===== config.mk =====
export PLATFORM = sky130hd
export DESIGN_NAME = next_fit_bitmap_slot_allocator
export DESIGN_NICKNAME = d
export VERILOG_FILES = /design/src/design/nfba_pkg.sv /design/src/design/nfba_bitmap_ram.sv /design/src/design/next_fit_bitmap_slot_allocator.sv
export SDC_FILE = /design/constraint.sdc
export NUM_CORES = 1
export LEC_CHECK = 0
export BUFFER_PORTS_ARGS = -buffer_cell sky130_fd_sc_hd__buf_2
export CORE_MARGIN = 1.5
export CORE_UTILIZATION = 52
export CTS_BUF_LIST = sky130_fd_sc_hd__clkbuf_4 sky130_fd_sc_hd__clkbuf_8 sky130_fd_sc_hd__clkbuf_16
export CTS_CLUSTER_DIAMETER = 30
export DETAILED_ROUTE_END_ITERATION = 10
export PLACE_DENSITY = 0.69
export SLEW_MARGIN = 40
export SYNTH_ARGS = -nofsm -noshare
export SYNTH_HDL_FRONTEND = slang
export SYNTH_HIERARCHICAL = 1
export SYNTH_SLANG_ARGS = --single-unit

===== constraint.sdc =====
create_clock -name i_clk -period 17.71 [get_ports i_clk]
set_clock_uncertainty 0.1 [all_clocks]
set_input_delay 1.771 -clock i_clk [delete_from_list [all_inputs] [get_ports i_clk]]
set_output_delay 1.771 -clock i_clk [all_outputs]
set_load 0.02 [all_outputs]

===== src/design/nfba_pkg.sv =====
`timescale 1ns / 1ps

package nfba_pkg;

    localparam int SLOT_COUNT = 256;
    localparam int WORD_BITS  = 64;
    localparam int WORD_COUNT = (SLOT_COUNT + WORD_BITS - 1) / WORD_BITS;
    localparam int OFF_W      = $clog2(WORD_BITS);
    localparam int WADDR_W    = (WORD_COUNT > 1) ? $clog2(WORD_COUNT) : 1;
    localparam int SLOT_W     = $clog2(SLOT_COUNT);
    localparam int CNT_W      = $clog2(SLOT_COUNT + 1);
    localparam int SCAN_W     = $clog2(WORD_COUNT + 1);

    localparam logic CMD_ALLOC = 1'b0;
    localparam logic CMD_FREE  = 1'b1;

    typedef logic [WORD_BITS-1:0] t_word;

    typedef enum logic [1:0] {
        ST_OK       = 2'd0,
        ST_FULL     = 2'd1,
        ST_NOT_USED = 2'd2
    } t_status;

    typedef enum logic [1:0] {
        S_IDLE,
        S_SCAN,
        S_FREE
    } t_state;

    typedef struct packed {
        logic               rd_en;
        logic [WADDR_W-1:0] rd_addr;
        logic               wr_en;
        logic [WADDR_W-1:0] wr_addr;
        t_word              wr_data;
    } t_mem_req;

    typedef struct packed {
        logic             found;
        logic [OFF_W-1:0] index;
    } t_zero_hit;

    // Lowest clear bit of a word: isolate it, then encode the one-hot result.
    function automatic t_zero_hit lowest_zero(input t_word w);
        t_word     inv;
        t_word     onehot;
        t_zero_hit hit;
        inv       = ~w;
        onehot    = inv & (~inv + t_word'(1));
        hit.found = |inv;
        hit.index = '0;
        for (int i = 0; i < WORD_BITS; i++) begin
            if (onehot[i]) begin
                hit.index = hit.index | OFF_W'(i);
            end
        end
        return hit;
    endfunction

endpackage


===== src/design/nfba_bitmap_ram.sv =====
`timescale 1ns / 1ps

module nfba_bitmap_ram (
    input  logic              i_clk,
    input  logic              i_rst_n,
    input  nfba_pkg::t_mem_req i_req,
    output nfba_pkg::t_word   o_rdata
);
    import nfba_pkg::*;

    t_word                 mem [WORD_COUNT];
    logic [WORD_COUNT-1:0] r_word_valid;
    t_word                 r_rdata;
    logic                  r_rd_valid;

    always_ff @(posedge i_clk) begin
        if (i_req.wr_en) begin
            mem[i_req.wr_addr] <= i_req.wr_data;
        end
        if (i_req.rd_en) begin
            r_rdata <= mem[i_req.rd_addr];
        end
    end

    // A word never written since reset reads as all free.
    always_ff @(posedge i_clk) begin
        if (!i_rst_n) begin
            r_word_valid <= '0;
            r_rd_valid   <= 1'b0;
        end else begin
            if (i_req.wr_en) begin
                r_word_valid[i_req.wr_addr] <= 1'b1;
            end
            if (i_req.rd_en) begin
                r_rd_valid <= r_word_valid[i_req.rd_addr];
            end
        end
    end

    assign o_rdata = r_rd_valid ? r_rdata : '0;

endmodule


===== src/design/next_fit_bitmap_slot_allocator.sv =====
`timescale 1ns / 1ps

// Next-fit slot allocator over a pool of SLOT_COUNT slots kept as an in-use bitmap in a small
// synchronous RAM of WORD_BITS-bit words. An item is taken when start is high and busy is low;
// its result appears on the o_ ports for exactly one cycle with o_valid high, and the receiver
// must take it then, since the block cannot hold it. An allocate on a full pool answers in the
// cycle after it is taken. An allocate otherwise reads one bitmap word per cycle from the head
// word onward and answers once a free bit turns up, after at most WORD_COUNT + 1 words. A free
// reads the word that holds the slot, then writes it back with the bit cleared if it was set,
// and answers. busy stays high until the result is registered, so the next item follows in the
// cycle the result shows. The bitmap is free after reset with no clearing.
module next_fit_bitmap_slot_allocator (
    input  logic                          i_clk,
    input  logic                          i_rst_n,
    input  logic                          start,
    output logic                          busy,
    input  logic                          i_command,
    input  logic [7:0]                    i_free_slot,
    output logic                          o_valid,
    output logic [1:0]                    o_status,
    output logic [7:0]                    o_granted_slot,
    output logic [nfba_pkg::CNT_W-1:0]    o_used_count
);
    import nfba_pkg::*;

    t_state              r_state, n_state;
    logic                r_valid, n_valid;
    t_status             r_status, n_status;
    logic [SLOT_W-1:0]   r_granted, n_granted;
    logic [CNT_W-1:0]    r_used_total, n_used_total;
    logic [SLOT_W-1:0]   r_next_try, n_next_try;
    logic [WADDR_W-1:0]  r_scan_addr, n_scan_addr;
    logic [SCAN_W-1:0]   r_scan_cnt, n_scan_cnt;
    logic [SLOT_W-1:0]   r_free_slot, n_free_slot;

    t_mem_req            mem_req;
    t_word               mem_rdata;
    t_word               scan_word;
    t_word               below_head;
    t_zero_hit           hit;
    logic                accept;
    logic                pool_full;
    logic                slot_in_pool;
    logic                free_bit;

    nfba_bitmap_ram u_ram (
        .i_clk   (i_clk),
        .i_rst_n (i_rst_n),
        .i_req   (mem_req),
        .o_rdata (mem_rdata)
    );

    assign busy         = (r_state != S_IDLE);
    assign accept       = start && !busy;
    assign pool_full    = (r_used_total >= CNT_W'(SLOT_COUNT));
    assign slot_in_pool = ({1'b0, i_free_slot} < 9'(SLOT_COUNT));

    // On the first word of a scan the slots below the head count as taken.
    assign below_head = ~({WORD_BITS{1'b1}} << r_next_try[OFF_W-1:0]);
    assign scan_word  = mem_rdata | ((r_scan_cnt == '0) ? below_head : '0);
    assign hit        = lowest_zero(scan_word);
    assign free_bit   = mem_rdata[r_free_slot[OFF_W-1:0]];

    always_comb begin
        n_state = r_state;
        unique case (r_state)
            S_IDLE: begin
                if (accept) begin
                    if (i_command == CMD_ALLOC) begin
                        n_state = pool_full ? S_IDLE : S_SCAN;
                    end else begin
                        n_state = slot_in_pool ? S_FREE : S_IDLE;
                    end
                end
            end
            S_SCAN: begin
                if (hit.found || (r_scan_cnt == SCAN_W'(WORD_COUNT))) begin
                    n_state = S_IDLE;
                end
            end
            S_FREE: begin
                n_state = S_IDLE;
            end
            default: begin
                n_state = S_IDLE;
            end
        endcase
    end

    always_comb begin
        n_valid      = 1'b0;
        n_status     = r_status;
        n_granted    = r_granted;
        n_used_total = r_used_total;
        n_next_try   = r_next_try;
        n_scan_addr  = r_scan_addr;
        n_scan_cnt   = r_scan_cnt;
        n_free_slot  = r_free_slot;
        mem_req      = '0;
        unique case (r_state)
            S_IDLE: begin
                if (accept) begin
                    if (i_command == CMD_ALLOC) begin
                        if (pool_full) begin
                            n_valid   = 1'b1;
                            n_status  = ST_FULL;
                            n_granted = '0;
                        end else begin
                            mem_req.rd_en   = 1'b1;
                            mem_req.rd_addr = WADDR_W'(r_next_try >> OFF_W);
                            n_scan_addr     = WADDR_W'(r_next_try >> OFF_W);
                            n_scan_cnt      = '0;
                        end
                    end else begin
                        n_free_slot = SLOT_W'(i_free_slot);
                        if (slot_in_pool) begin
                            mem_req.rd_en   = 1'b1;
                            mem_req.rd_addr = WADDR_W'(i_free_slot >> OFF_W);
                        end else begin
                            n_valid   = 1'b1;
                            n_status  = ST_NOT_USED;
                            n_granted = '0;
                        end
                    end
                end
            end
            S_SCAN: begin
                if (hit.found) begin
                    mem_req.wr_en   = 1'b1;
                    mem_req.wr_addr = r_scan_addr;
                    mem_req.wr_data = mem_rdata | (t_word'(1) << hit.index);
                    n_valid         = 1'b1;
                    n_status        = ST_OK;
                    n_granted       = SLOT_W'({r_scan_addr, hit.index});
                    n_next_try      = SLOT_W'({r_scan_addr, hit.index}) + SLOT_W'(1);
                    n_used_total    = r_used_total + CNT_W'(1);
                end else if (r_scan_cnt == SCAN_W'(WORD_COUNT)) begin
                    n_valid   = 1'b1;
                    n_status  = ST_FULL;
                    n_granted = '0;
                end else begin
                    mem_req.rd_en   = 1'b1;
                    mem_req.rd_addr = r_scan_addr + WADDR_W'(1);
                    n_scan_addr     = r_scan_addr + WADDR_W'(1);
                    n_scan_cnt      = r_scan_cnt + SCAN_W'(1);
                end
            end
            S_FREE: begin
                n_valid   = 1'b1;
                n_granted = '0;
                if (free_bit) begin
                    mem_req.wr_en   = 1'b1;
                    mem_req.wr_addr = WADDR_W'(r_free_slot >> OFF_W);
                    mem_req.wr_data = mem_rdata & ~(t_word'(1) << r_free_slot[OFF_W-1:0]);
                    n_status        = ST_OK;
                    if (r_used_total != '0) begin
                        n_used_total = r_used_total - CNT_W'(1);
                    end
                end else begin
                    n_status = ST_NOT_USED;
                end
            end
            default: begin
                n_valid = 1'b0;
            end
        endcase
    end

    always_ff @(posedge i_clk) begin
        if (!i_rst_n) begin
            r_state      <= S_IDLE;
            r_valid      <= 1'b0;
            r_used_total <= '0;
            r_next_try   <= '0;
        end else begin
            r_state      <= n_state;
            r_valid      <= n_valid;
            r_used_total <= n_used_total;
            r_next_try   <= n_next_try;
        end
    end

    always_ff @(posedge i_clk) begin
        r_status    <= n_status;
        r_granted   <= n_granted;
        r_scan_addr <= n_scan_addr;
        r_scan_cnt  <= n_scan_cnt;
        r_free_slot <= n_free_slot;
    end

    assign o_valid        = r_valid;
    assign o_status       = r_status;
    assign o_granted_slot = 8'(r_granted);
    assign o_used_count   = r_used_total;

endmodule


==> out/results.tsv, run 1 <==
metric	value	unit
CTS root buf	clkbuf_16	
clk_lat worst skew	0.59	ns
input/output buffers	32	
Mean Syn Cell Area	12.48	um^2
initial antenna violation count	0	
CTS Buf Count	71	
Post-synth top flop	edfxtp_1	
CP Class	flop to flop	
WL final	60010	um
mapped cell area	19440	um^2
DR vias/cell	6.766	
Final ANT Viol Nets	0	
xor/xnor share of the synthesized area	0.4957	%
final cell count without fillers	2113	
max-slew violations	0	
wire per inst	28.40	um
Ys Warns	6	
CP required	17.91	ns
Worst setup SP type	flop	
setup TNS	0	ns
GRT Max-Usage Layer	met2	
met2 Usage GRT	48.98	%
CP top delay family	simple AND/OR/NAND/NOR gates	
post-synthesis compound-gate area fraction	14.36	%
largest net degree at the start of global routing	70	
layout cells sized above 1	19.89	%
Seq/Total Area, Yosys	55.56	%
min Tclk post-route	6.952	ns
Setup-failing EPs final	0	
total power	0.002531	W
IO Pins	33	
die area	38550	um^2
Buf+Inv Stages, Crit Path	3	
most frequent cells in the layout	343 x edfxtp_1, 119 x and2_1, 112 x a21oi_1	
DRC Markers	0	
area added between synthesis and finish	16.31	%
post-cts gate resize count	0	
delay of the slowest cell on the worst path	0.71	ns
Setup crit end kind	flop	
Synth async-reset ratio	0	%
max frequency	0.1438	GHz
Post-synth EDFFs	343	
Util after Layout	61.61	%
fin area	22610	um^2
vias	14300	
Post-Syn Nets	1590	
global-route wire length before repair	91070	um
Yosys cell types	92	
clk buf depth	3	
worst path cell trace	inv_1 -> ha_1 -> and3b_1 -> o32ai_1 -> a211oi_1 -> o211ai_1 -> nor2_2 -> nand3_1 -> nor2_1 -> nand3_1 -> o22ai_4 -> buf_4 -> buf_4 -> mux4_2	
# rows	70	
Final #Nets	1621	
leakage power total	7.583	nW
Final HPWL DP	40050	um
pwr dens	111.9	nW/um^2
Worst Tran Pin Value	0.8037	ns
CP max-delay cell	and3b_1	
core area	36700	um^2
Worst Path Max Fanout	34	
crit path DAT	7.15	ns
cts-stage hold buffer count	0	
register bit total from synthesis	368	
DP Area	19960	um^2
met3 Use GR	7.050	%
first-pass iteration count of the detailed router	5	
initial DRC count	1441	
run status	complete, no violations	
met1 Track Usage GR	44.10	%
Final Hold Fails	0	
Simple-Gate Fraction of Synth Area	15.06	%
placed cell count	1982	
total of max-cap violations	0	
Slew headroom	46.10	%
largest family of logic cells by synthesized area	simple AND/OR/NAND/NOR gates	
number of global-route vias before repair	14250	
final worst-path cycle share	39.25	%
commonest non-fill, non-tap cell in the layout	edfxtp_1	
Hold Path Class	flop to flop	
CTS tree	done	
RSZ-0062 raised after global routing	no	
CTS sink cnt	368	
clk slew on worst S/H paths	0.05	ns
total grt overflow	0	
postcts setup bufs	0	
CTS H-Tree Depth	3	
chip height	196.3	um
GRT Resource Usage Total	31.89	%
cells after synthesis	1558	
mux cell area share after synthesis	10.11	%
Initial Util	52.97	%
global placer's final weighted congestion	0.9742	
adder-cell share of the synthesized area	1.326	%
maximum vdd ir drop	0.1308	mV
die span in x	196.3	um
## metal layers
| metal | up-vias | share of wire [%] |
|---|---|---|
| met4 | 0 | 3.9 |
| met1 | 7098 | 41 |
| li1 | 6214 | - |
| met3 | 149 | 9.0 |
| met5 | - | 0 |
| met2 | 835 | 46 |
## path summary, 6_finish.rpt
path / start / endpoint / slack, ns / cells after the start
worst max-delay path: r_scan_cnt[0] / u_ram/r_rdata[17] / 10.76 / 14
worst min-delay path: u_ram/r_word_valid[0] / u_ram/r_word_valid[0] / 0.37 / 1
worst max register to register: r_scan_cnt[0] / u_ram/r_rdata[17] / 10.76 / 14
worst min register to register: u_ram/r_word_valid[0] / u_ram/r_word_valid[0] / 0.37 / 1
## flip-flops by register name (all words and copies together) (netlist names)
register	cells
r_next_try	8
o_valid	1
o_used_count	9
u_ram/r_word_valid	4
o_status	2
u_ram/r_rdata	64
r_state	2
u_ram/mem	256
o_granted_slot	8
r_scan_addr	2
u_ram/r_rd_valid	1
r_scan_cnt	3
r_free_slot	8
## cells in the mapped netlist (10+ instances only)
library cell | count | area share (%)
nor4_1 | 15 | 0.48
inv_1 | 24 | 0.46
a21o_1 | 13 | 0.50
and4b_1 | 11 | 0.57
a211oi_1 | 16 | 0.62
buf_2 | 33 | 0.85
dfxtp_1 | 25 | 2.6
mux4_2 | 85 | 9.8
edfxtp_1 | 343 | 53
o21ai_0 | 95 | 2.4
a21oi_1 | 112 | 2.9
or2_2 | 10 | 0.32
clkbuf_1 | 54 | 1.0
or3_1 | 11 | 0.35
nor2b_1 | 13 | 0.42
o21a_1 | 15 | 0.58
nand4_1 | 19 | 0.61
o21ai_1 | 39 | 1.0
ha_1 | 19 | 1.2
nand2_1 | 74 | 1.4
and2_1 | 119 | 3.8
a31oi_1 | 16 | 0.51
o31ai_1 | 13 | 0.50
nand3_1 | 41 | 1.1
nor3_1 | 29 | 0.75
nor2_1 | 100 | 1.9
## logic make-up after synthesis
group	after synthesis
xor+xnor	11
buf+inv	128
fa+ha+maj	20
simple gates	510
compound gates	431
flops	368
mux	90
## worst register-to-register path: stages (launching register included)
cell,delay [ns]
edfxtp_1,0.41
inv_1,0.08
ha_1,0.47
and3b_1,0.71
o32ai_1,0.23
a211oi_1,0.62
o211ai_1,0.37
nor2_2,0.49
nand3_1,0.38
nor2_1,0.27
nand3_1,0.36
o22ai_4,0.28
buf_4,0.56
buf_4,0.72
mux4_2,0.63
## through the flow
step | setup slack, ns | hold WS [ns]
6_report | 10.76 | 0.3664
5_1_grt | 10.23 | 0.3829
4_1_cts | 10.79 | 0.3679
3_5_place_dp | 10.81 | 0.3527
3_3_place_gp | 10.91 | 0.3465
2_1_floorplan | 8.604 | 0.3400
## cell type report
type	count	area, um^2
antenna	1	2.502
multi-input combinational	1062	8108
clock buffer	78	1864
sequential	368	10800
fill	2717	14090
clock inverter	50	748.2
timing repair buffer	61	405.4
inverter	25	93.84
tap	468	585.6
## power by group
part / switching, W / internal (W) / leakage, nW
sequential: 0.0000120 / 0.000964 / 3.47
clock: 0.000452 / 0.000997 / 1.27
combinational: 0.0000673 / 0.0000381 / 2.84
Power figures use the tool's default switching activity.
==> run 2, diff against run 1 <==
--- a/config.mk
+++ b/config.mk
@@ -5,13 +5,14 @@
 export SDC_FILE = /design/constraint.sdc
 export NUM_CORES = 1
 export LEC_CHECK = 0
+export ABC_AREA = 1
 export BUFFER_PORTS_ARGS = -buffer_cell sky130_fd_sc_hd__buf_2
 export CORE_MARGIN = 1.5
 export CORE_UTILIZATION = 52
 export CTS_BUF_LIST = sky130_fd_sc_hd__clkbuf_4 sky130_fd_sc_hd__clkbuf_8 sky130_fd_sc_hd__clkbuf_16
 export CTS_CLUSTER_DIAMETER = 30
 export DETAILED_ROUTE_END_ITERATION = 10
-export PLACE_DENSITY = 0.69
+export PLACE_DENSITY = 0.71
 export SLEW_MARGIN = 40
 export SYNTH_ARGS = -nofsm -noshare
 export SYNTH_HDL_FRONTEND = slang
==> constraint.sdc (replaced) <==
create_clock -name i_clk -period 5.9 [get_ports i_clk]
set_clock_uncertainty 0.1 [all_clocks]
set_input_delay 0.59 -clock i_clk [delete_from_list [all_inputs] [get_ports i_clk]]
set_output_delay 0.59 -clock i_clk [all_outputs]
set_load 0.02 [all_outputs]
==> out/results.tsv, run 2 <==
metric	value	unit
global placer's final weighted congestion	1.021	
top cells by count, synth	528 x nand2_1, 373 x nor2_1, 343 x edfxtp_1	
Synth top area share	50.00	%
Final Hold Fails	0	
leakage power total	8.848	nW
initial antenna violation count	0	
post-cts gate resize count	0	
fin area	23710	um^2
core area	38830	um^2
CTS sink cnt	368	
max reg flops	256	
max-slew violations	0	
Ys Warns	6	
vias	17900	
chip height	202.0	um
CTS H-Tree Depth	3	
Final ANT Viol Nets	0	
register bit total from synthesis	368	
Post-synth top flop	edfxtp_1	
setup TNS	0	ns
min Tclk post-route	5.491	ns
total grt overflow	0	
CP required	6.12	ns
maximum vdd ir drop	0.3214	mV
Final #Nets	2472	
mapped cell area	20600	um^2
max frequency	0.1821	GHz
wire per inst	22.51	um
Slew headroom	46.03	%
area added between synthesis and finish	15.08	%
DP Area	21230	um^2
worst setup path startpoint	r_scan_cnt[0]	
worst r2r src	r_scan_cnt[0]	
DR vias/cell	5.937	
Yosys top cell by area	edfxtp_1	
placed cell count	2883	
Worst Path Max Fanout	11	
Hold Path Origin	i_free_slot[4]	
RSZ-0062 raised after global routing	no	
clk slew on worst S/H paths	0.05	ns
hold path depth	1	
DRC Markers	0	
CTS tree	done	
Top reg by flops	u_ram/mem	
Setup-failing EPs final	0	
Diodes inserted	0	
most frequent cell after synthesis	nand2_1	
Yosys cell types	55	
Initial Util	53.05	%
Synth async-reset ratio	0	%
final worst-path cycle share	93.07	%
first-pass iteration count of the detailed router	7	
initial DRC count	1934	
cts-stage hold buffer count	0	
input/output buffers	32	
cells after synthesis	2407	
WL final	67860	um
postcts setup bufs	0	
Worst Tran Pin Value	0.8096	ns
Worst setup SP type	flop	
top post-synthesis cells by area	edfxtp_1 50%, nand2_1 9.6%, nor2_1 6.8%	
number of global-route vias before repair	17260	
Util after Layout	61.05	%
CTS root buf	clkbuf_16	
clk_lat worst skew	0.59	ns
total power	0.007566	W
Mean Syn Cell Area	8.558	um^2
Hold Path Class	primary input to flop	
Seq/Total Area, Yosys	52.43	%
final cell count without fillers	3015	
crit path DAT	5.71	ns
GRT Resource Usage Total	33.43	%
R2R cell count	19	
largest net degree at the start of global routing	131	
commonest non-fill, non-tap cell in the layout	nand2_1	
CTS Buf Count	73	
layout cells sized above 1	12.62	%
pwr dens	319.2	nW/um^2
Setup crit end kind	flop	
total of max-cap violations	0	
Post-synth EDFFs	343	
run status	complete, no violations	
# rows	72	
Post-Syn Nets	2439	
IO Pins	33	
Final HPWL DP	47960	um
die area	40820	um^2
global-route wire length before repair	103100	um
die span in x	202.0	um
CP Class	flop to flop	
clk buf depth	3	
most frequent cells in the layout	528 x nand2_1, 371 x nor2_1, 343 x edfxtp_1	
==> run 2: changes by cell type after synthesis, sizes merged, moves of 14 or more <==
cell and change:
nand4 +20, a211oi -15, o21ai +86, mux4 -85, nand2 +468, nor2b -14
and2 -120, inv +249, nor2 +315, o22ai +67, nand3 +78
==> run 2: metrics by stage <==
step,worst slack [ns],hold WS [ns]
detailed placement,0.6260,0.3528
global placement,0.6255,0.3485
finish,0.4087,0.08715
global route,0.1539,0.06618
CTS,0.6070,0.06479
floorplan,1.052,0.3402
==> run 2: layout make-up <==
| cell class | instances | area, um^2 |
|---|---|---|
| clock buffers | 88 | 1958 |
| clock inverters | 44 | 516.7 |
| fillers | 3301 | 15120 |
| inverters | 280 | 1066 |
| multi-input cells | 1648 | 8152 |
| flip-flops and latches | 368 | 10800 |
| well taps | 518 | 648.1 |
| repair buffers | 69 | 563.0 |
==> run 2: metal layers <==
| metal | vias to the layer above | global-route usage [%] | share of wire (%) |
|---|---|---|---|
| met5 | - | 0 | 0 |
| met1 | 8609 | 44.27 | 41 |
| li1 | 8234 | - | - |
| met3 | 184 | 6.046 | 7.8 |
| met4 | 0 | 16.20 | 4.7 |
| met2 | 873 | 53.25 | 47 |
==> run 2: power breakdown <==
part | switching (W) | total [W] | internal (W) | leakage [nW]
sequential | 0.0000378 | 0.00295 | 0.00291 | 3.04
combinational | 0.000407 | 0.000541 | 0.000133 | 4.59
clock | 0.00135 | 0.00408 | 0.00273 | 1.22
total | 0.00179 | 0.00757 | 0.00577 | 8.85
==> run 2: kinds of logic (layout without fill, tap and decap cells) <==
| logic type | count (synthesis) | in the layout | share of synthesized area (%) |
|---|---|---|---|
| AO/OA/AOI/OAI | 451 | 451 | 12.82 |
| adder cells (fa/ha/maj) | 20 | 20 | 1.251 |
| XOR/XNOR | 8 | 8 | 0.3401 |
| flip-flops | 368 | 368 | 52.43 |
| AND/OR/NAND/NOR | 1169 | 1169 | 24.98 |
| buffers and inverters | 391 | 481 | 8.182 |
==> run 2: worst paths after layout <==
kind,end,slack (ns)
worst min register to register,u_ram/r_word_valid[3],0.36
worst max register to register,u_ram/mem[3][39],0.41
worst min-delay path,r_free_slot[4],0.09
worst max-delay path,u_ram/mem[3][39],0.41
==> run 2: worst max-delay path: stages, from the launching register on <==
cell      delay, ns
edfxtp_1       0.41
inv_1          0.08
ha_1           0.40
nand2_2        0.22
nor2_1         0.64
inv_1          0.21
o21bai_1       0.40
nand2_1        0.17
nor2_1         0.20
nand2_1        0.07
nor2_1         0.24
nand4_1        0.17
o21ai_1        0.18
nor2_1         0.08
nand4_1        0.44
ha_1           0.42
inv_1          0.11
nor3_1         0.24
nand2_1        0.07
a21oi_1        0.36
